### src/rtl/assert_macros.svh
// ----------------------------------------------------------------------------
// Assertion macros shared by the RTL
// Same-cycle and next-cycle implication checks on clk, disabled in reset.
// ----------------------------------------------------------------------------
`ifndef ASSERT_MACROS_SVH
`define ASSERT_MACROS_SVH

// pre |-> post in the same cycle
`define ASSERT_IMP(label, pre, post, msg) \
	label: assert property (@(posedge clk) disable iff (!arst_n) (pre) |-> (post)) \
		else $error(msg);

// pre |=> post in the next cycle
`define ASSERT_NXT(label, pre, post, msg) \
	label: assert property (@(posedge clk) disable iff (!arst_n) (pre) |=> (post)) \
		else $error(msg);

`endif

### src/rtl/sm4_pkg.sv
// ----------------------------------------------------------------------------
// SM4 encrypt core package
// Transfer types, op codes, S-box and linear transform helpers.
// ----------------------------------------------------------------------------
`default_nettype none

package sm4_pkg;

	localparam int ROUNDS = 32;
	localparam int RK_AW  = $clog2(ROUNDS);

	localparam logic OP_KEY = 1'b0;
	localparam logic OP_ENC = 1'b1;

	localparam int ROT_A = 2;
	localparam int ROT_B = 10;
	localparam int ROT_C = 18;
	localparam int ROT_D = 24;

	typedef struct packed {
		logic        op;
		logic [4:0]  key_index;
		logic [31:0] key_word;
		logic [63:0] block_high;
		logic [63:0] block_low;
	} sm4_in_t;

	typedef struct packed {
		logic [63:0] cipher_high;
		logic [63:0] cipher_low;
	} sm4_out_t;

	typedef struct packed {
		logic [31:0] x0;
		logic [31:0] x1;
		logic [31:0] x2;
		logic [31:0] x3;
	} sm4_state_t;

	// byte i of the S-box sits at bits [2047-8*i -: 8]
	localparam logic [2047:0] SBOX_FLAT = {
		128'hd690e9fe_cce13db7_16b614c2_28fb2c05,
		128'h2b679a76_2abe04c3_aa441326_49860699,
		128'h9c4250f4_91ef987a_33540b43_edcfac62,
		128'he4b31ca9_c908e895_80df94fa_758f3fa6,
		128'h4707a7fc_f37317ba_83593c19_e6854fa8,
		128'h686b81b2_7164da8b_f8eb0f4b_70569d35,
		128'h1e240e5e_6358d1a2_25227c3b_01217887,
		128'hd4004657_9fd32752_4c3602e7_a0c4c89e,
		128'heabf8ad2_40c738b5_a3f7f2ce_f96115a1,
		128'he0ae5da4_9b341a55_ad933230_f58cb1e3,
		128'h1df6e22e_8266ca60_c02923ab_0d534e6f,
		128'hd5db3745_defd8e2f_03ff6a72_6d6c5b51,
		128'h8d1baf92_bbddbc7f_11d95c41_1f105ad8,
		128'h0ac13188_a5cd7bbd_2d74d012_b8e5b4b0,
		128'h8969974a_0c96777e_65b9f109_c56ec684,
		128'h18f07dec_3adc4d20_79ee5f3e_d7cb3948
	};

	function automatic logic [7:0] sbox(input logic [7:0] a);
		return SBOX_FLAT[2047 - 8 * int'(a) -: 8];
	endfunction

	function automatic logic [31:0] rotl(input logic [31:0] v, input int n);
		return (v << n) | (v >> (32 - n));
	endfunction

	function automatic logic [31:0] lin(input logic [31:0] b);
		return b ^ rotl(b, ROT_A) ^ rotl(b, ROT_B) ^ rotl(b, ROT_C) ^ rotl(b, ROT_D);
	endfunction

endpackage

`default_nettype wire

### src/rtl/sm4_ram.sv
// ----------------------------------------------------------------------------
// Generic single-port-write RAM
// One write port, one read port with registered read data.
// ----------------------------------------------------------------------------
`default_nettype none

module sm4_ram #(
	parameter int WIDTH = 32,
	parameter int DEPTH = 32,
	localparam int AW = $clog2(DEPTH)
) (
	input  wire logic             clk,
	input  wire logic             we,
	input  wire logic [AW-1:0]    waddr,
	input  wire logic [WIDTH-1:0] wdata,
	input  wire logic [AW-1:0]    raddr,
	output logic      [WIDTH-1:0] rdata
);

	logic [WIDTH-1:0] mem_q [DEPTH];

	always_ff @(posedge clk) begin
		if (we) begin
			mem_q[waddr] <= wdata;
		end
		rdata <= mem_q[raddr];
	end

endmodule

`default_nettype wire

### src/rtl/sm4_round.sv
// ----------------------------------------------------------------------------
// SM4 round unit
// One round: x0 ^ L(S(x1 ^ x2 ^ x3 ^ rk)).
// ----------------------------------------------------------------------------
`default_nettype none

module sm4_round import sm4_pkg::*; (
	input  wire sm4_state_t  cur,
	input  wire logic [31:0] rk,
	output logic      [31:0] nxt
);

	logic [31:0] mix;
	logic [31:0] sub;

	always_comb begin
		mix = cur.x1 ^ cur.x2 ^ cur.x3 ^ rk;
		for (int i = 0; i < 4; i++) begin
			sub[8*i +: 8] = sbox(mix[8*i +: 8]);
		end
		nxt = cur.x0 ^ lin(sub);
	end

endmodule

`default_nettype wire

### src/rtl/sm4_block_encrypt_core.sv
// ----------------------------------------------------------------------------
// SM4 block encrypt core
// Iterative SM4 encryption, one round per cycle, round keys in a RAM.
// ----------------------------------------------------------------------------
// Usage:
//   An item transfers on a rising edge with start high and busy low.
//   item.op = OP_KEY stores item.key_word as round key item.key_index; it
//   keeps busy low and gives no result.
//   item.op = OP_ENC encrypts {block_high, block_low}. busy stays high for
//   all rounds, one round per cycle through the shared round unit, the round
//   key for the next round being read from the key RAM meanwhile.
//   done rises as the last round ends and pulses for one cycle with the
//   ciphertext on result; the next item may start in that same cycle, since
//   busy is low again.
//   All 32 round keys must be written before the first encryption.
//   Reset clears the sequencer and strobe; the key RAM is not cleared.
//   The receiver cannot stall: result is valid only while done is high.
// ----------------------------------------------------------------------------
`default_nettype none

`include "assert_macros.svh"

module sm4_block_encrypt_core import sm4_pkg::*; (
	input  wire logic     clk,
	input  wire logic     arst_n,
	input  wire logic     start,
	input  wire sm4_in_t  item,
	output logic          busy,
	output logic          done,
	output sm4_out_t      result
);

	typedef enum logic {ST_IDLE, ST_RUN} state_t;

	localparam logic [RK_AW-1:0] LAST = RK_AW'(ROUNDS - 1);

	state_t             state_q;
	logic [RK_AW-1:0]   round_q;
	sm4_state_t         words_q;
	logic               done_q;
	sm4_out_t           result_q;

	logic               accept;
	logic               key_we;
	logic [RK_AW-1:0]   rk_raddr;
	logic [31:0]        rk;
	logic [31:0]        nxt;

	assign busy   = (state_q == ST_RUN);
	assign accept = start && !busy;
	assign key_we = accept && (item.op == OP_KEY);
	assign rk_raddr = busy ? RK_AW'(round_q + 1'b1) : '0;
	assign done   = done_q;
	assign result = result_q;

	sm4_ram #(
		.WIDTH(32),
		.DEPTH(ROUNDS)
	) u_rk_ram (
		.clk   (clk),
		.we    (key_we),
		.waddr (item.key_index[RK_AW-1:0]),
		.wdata (item.key_word),
		.raddr (rk_raddr),
		.rdata (rk)
	);

	sm4_round u_round (
		.cur (words_q),
		.rk  (rk),
		.nxt (nxt)
	);

	always_ff @(posedge clk or negedge arst_n) begin
		if (!arst_n) begin
			state_q  <= ST_IDLE;
			round_q  <= '0;
			done_q   <= 1'b0;
			words_q  <= '0;
			result_q <= '0;
		end else begin
			done_q <= 1'b0;
			unique case (state_q)
				ST_IDLE: begin
					if (accept && (item.op == OP_ENC)) begin
						words_q <= {item.block_high, item.block_low};
						round_q <= '0;
						state_q <= ST_RUN;
					end
				end
				ST_RUN: begin
					words_q <= {words_q.x1, words_q.x2, words_q.x3, nxt};
					round_q <= RK_AW'(round_q + 1'b1);
					if (round_q == LAST) begin
						state_q  <= ST_IDLE;
						done_q   <= 1'b1;
						result_q <= {nxt, words_q.x3, words_q.x2, words_q.x1};
					end
				end
				default: state_q <= ST_IDLE;
			endcase
		end
	end

	`ASSERT_NXT(a_enc_starts_run, accept && (item.op == OP_ENC),
		busy && (round_q == '0), "encrypt transfer did not start round 0")
	`ASSERT_NXT(a_key_stays_idle, accept && (item.op == OP_KEY),
		!busy && !done, "key write started a run or a result")
	`ASSERT_NXT(a_last_round_done, busy && (round_q == LAST),
		done && !busy, "last round did not finish the block")
	`ASSERT_IMP(a_done_after_run, done,
		!busy && $past(busy), "result strobe without a finished run")

endmodule

`default_nettype wire
### config.mk
export PLATFORM = sky130hd
export DESIGN_NAME = sm4_block_encrypt_core
export DESIGN_NICKNAME = d
export VERILOG_FILES = /design/src/rtl/sm4_pkg.sv /design/src/rtl/sm4_ram.sv /design/src/rtl/sm4_round.sv /design/src/rtl/sm4_block_encrypt_core.sv
export VERILOG_INCLUDE_DIRS = /design/src /design/src/rtl
export SDC_FILE = /design/constraint.sdc
export NUM_CORES = 2
export LEC_CHECK = 0
export BUFFER_PORTS_ARGS = -buffer_cell sky130_fd_sc_hd__buf_2
export CORE_MARGIN = 2
export CORE_UTILIZATION = 25
export CTS_CLUSTER_DIAMETER = 150
export DETAILED_ROUTE_END_ITERATION = 8
export SLEW_MARGIN = 20
export SYNTH_ARGS = -nofsm -noshare
export SYNTH_HDL_FRONTEND = slang
export SYNTH_SLANG_ARGS = --single-unit
### constraint.sdc
create_clock -name clk -period 4.67 [get_ports clk]
set_input_delay 0.7005 -clock clk [delete_from_list [all_inputs] [get_ports clk]]
set_output_delay 0.7005 -clock clk [all_outputs]
set_load 0.05 [all_outputs]
==> flow_summary.ini <==
[layout]
finalNetCount = 5983
fill_cells = 26337
final_util_pct = 31.07
stdcell_area_mm2 = 0.08141
multi_input_area_mm2 = 0.02661
regArea_mm2 = 0.03798
drive_gt1_share_pct = 28.63
area_growth_pct = 23.79

[floorplanning]
coreArea_mm2 = 0.2620
rows = 188
die_w_um = 516.9
die_area_mm2 = 0.2672
initial_core_util_pct = 25.10
fp.dieH_um = 516.9
io_pins = 299

[status]
run_status = finished clean

[timing]
final_max_slew_viol_count = 0
hold_violations = 0
slew-limit-headroom_pct = 32.62
finalSetupViolCount = 0
rsz0062_at_grt = true
period_needed_ns = 4.593
clock_skew_ns = 0.06065
setup_ws_ns = 0.07693
tightest_slew_ns = 1.006
timing.setup.tns_ns = 0
max_freq_mhz = 217.7
min_period_over_period_pct = 98.35

[synth]
ys_top_cells_by_area = edfxtp_1, dfrtp_1, mux4_2
yosys.area.top_type = edfxtp_1
synth_area_mm2 = 0.06577
yosys_warnings = 0
yosys_most_used_dff = edfxtp_1
synthCells = 5142
synthArstFlopShare_pct = 19.94
netlist-cell-type-count = 103
yosysSeqAreaShare_pct = 57.73
synth.net_count = 5351
synth-seq-cells = 1319
postSynthAreaPerCell_um2 = 12.79
synth_edf_count = 1024
synth_top_cell_area_share_pct = 46.75

[setup_path]
arrival_ns = 5.22
critPathKind = reg2reg
cp-start-kind = flip-flop
path_max_fanout = 16
required_ns = 5.29
end_kind = flip-flop

[clock_network]
clock-root-buffer = clkbuf_16
cts-buffers-inserted = 144
cts.sinks = 1319
clk_path_buf_depth = 3
h-tree-depth = 4
cts_tree = done
cts.clk_slew.worst_paths_ns = 0.06
clock_latency_ns = 0.80

[global_route]
grt_pass1_vias = 50394
overflow = 0
antenna_found_initial = 31
grt_start_max_net_pins = 163
grt_pass1_wl_mm = 390.6
track_usage_pct = 20.25

[detailed_routing]
route.final.wire_length_mm = 279.6
avgViaCountPerCell = 5.432
avgRoutedWirePerCell_um = 29.68
num_vias = 51161
dr.pass1.iters = 8
drt_iter0_markers = 6249
drc_errors = 0
ant_nets = 0

[min_path]
min_path_type = in2reg

[placement]
io_buffers = 298
globalplace.congestion = 0.9940
postPlaceCellArea_mm2 = 0.07611
pre_cts_slack_ns = -0.6244
dp_hpwl_mm = 189.4

[job]
cap_violations = 0
==> worst paths after layout <==
path	startpoint	cells past startpoint	endpoint	slack, ns
max reg2reg	words_q[64]	16	words_q[21]	0.08
min in group asynchronous	arst_n	2	words_q[70]	0.59
max in group asynchronous	arst_n	3	words_q[43]	2.97
min	item[2]	3	words_q[2]	0.15
min reg2reg	result[98]	2	result[98]	0.48
max	words_q[64]	16	words_q[21]	0.08
==> worst max-delay path: stages (launching register included) <==
cell,delay [ns]
dfrtp_1,0.42
xnor2_1,0.18
xnor2_2,0.32
buf_4,0.37
ha_1,0.22
buf_4,0.21
and2_1,0.32
o21ai_0,0.18
and3_1,0.24
or4_1,0.41
o2bb2ai_1,0.38
xnor2_2,0.28
buf_4,0.19
buf_4,0.13
xnor2_1,0.12
xnor2_1,0.30
o21ai_0,0.13
==> sequential cells by signal, indices dropped and copies added (netlist names) <==
name	flops
u_rk_ram.mem_q	1024
result	128
words_q	128
u_rk_ram.rdata	32
round_q	5
busy	1
done	1
==> synthesized netlist by cell type (19+ instances only) <==
cell       number
edfxtp_1     1024
nand2_1       429
o21ai_0       394
clkbuf_1      286
nor2_1        276
dfrtp_1       263
a21oi_1       211
mux4_2        204
o221ai_1      177
o22ai_1       161
mux2i_1       158
xnor2_1       149
mux2_2        134
nand3_1       105
buf_2          87
xor2_1         78
o211ai_1       61
buf_1          58
nor3_1         53
a211oi_1       52
a31oi_1        51
a311oi_1       45
a221oi_1       41
ha_1           40
a22oi_1        33
dfxtp_1        32
o311ai_0       32
inv_1          24
and3_1         23
a2111oi_0      22
buf_4          21
nor4_1         21
o31ai_1        19
==> layer usage <==
metal	share of wire [%]	up-vias	GRT usage, %
li1	-	21635	-
met1	41	26271	26.46
met2	45	2590	31.76
met3	7.8	637	3.858
met4	5.9	28	10.64
met5	0.070	-	0
==> cell usage in the layout (no fill, tap or decap), drive strengths merged, types with 105 or more instances in the layout <==
master / synthesis / routed
o21ai: 410 / 410
mux2: 134 / 134
a21oi: 212 / 212
buf: 178 / 948
mux2i: 158 / 158
nand3: 105 / 105
dfrtp: 263 / 263
nor2: 277 / 277
o22ai: 162 / 162
o221ai: 180 / 180
xnor2: 163 / 164
mux4: 204 / 204
edfxtp: 1024 / 1024
nand2: 430 / 430
clkbuf: 286 / 179
==> final cells by class <==
type                    instances  share of cell area, %
diodes                         10                0.03074
well taps                    3515                  5.402
multi-input cells            3327                  32.68
repair buffers                949                  9.034
clock inverters                86                  1.359
clock buffers                 179                  4.687
flip-flops and latches       1319                  46.65
inverters                      33                 0.1537
==> what timing repair did <==
action                                 4_1_cts  5_1_grt
endpoints found under the hold margin       14        0
hold buffers                                 1        0
buffers inserted                             3        4
setup endpoints to repair                   37       38
gates resized for setup                     27       28
pin swaps                                    5        6
cloned                                       1        0
==> stage by stage <==
stage | hold slack [ns] | std cells
CTS | 0.09961 | 9404
global placement | 0.4647 | 9134
finish | 0.1475 | 9418
floorplan | 0.4049 | 5142
global route | 0.1237 | 9413
detailed placement | 0.4654 | 9134
==> cell families after synthesis <==
family / synth area share, %
adders and majority gates: 0.7610
and+or+nand+nor: 6.784
xor gates and xnor gates: 3.921
DFF: 57.73
muxes: 11.68
AOI/OAI and AO/OA: 15.86
buffers and inverters: 3.259
Power is not shown: default switching activity piles up to over one toggle a cycle in this logic, so the estimate is an artifact.
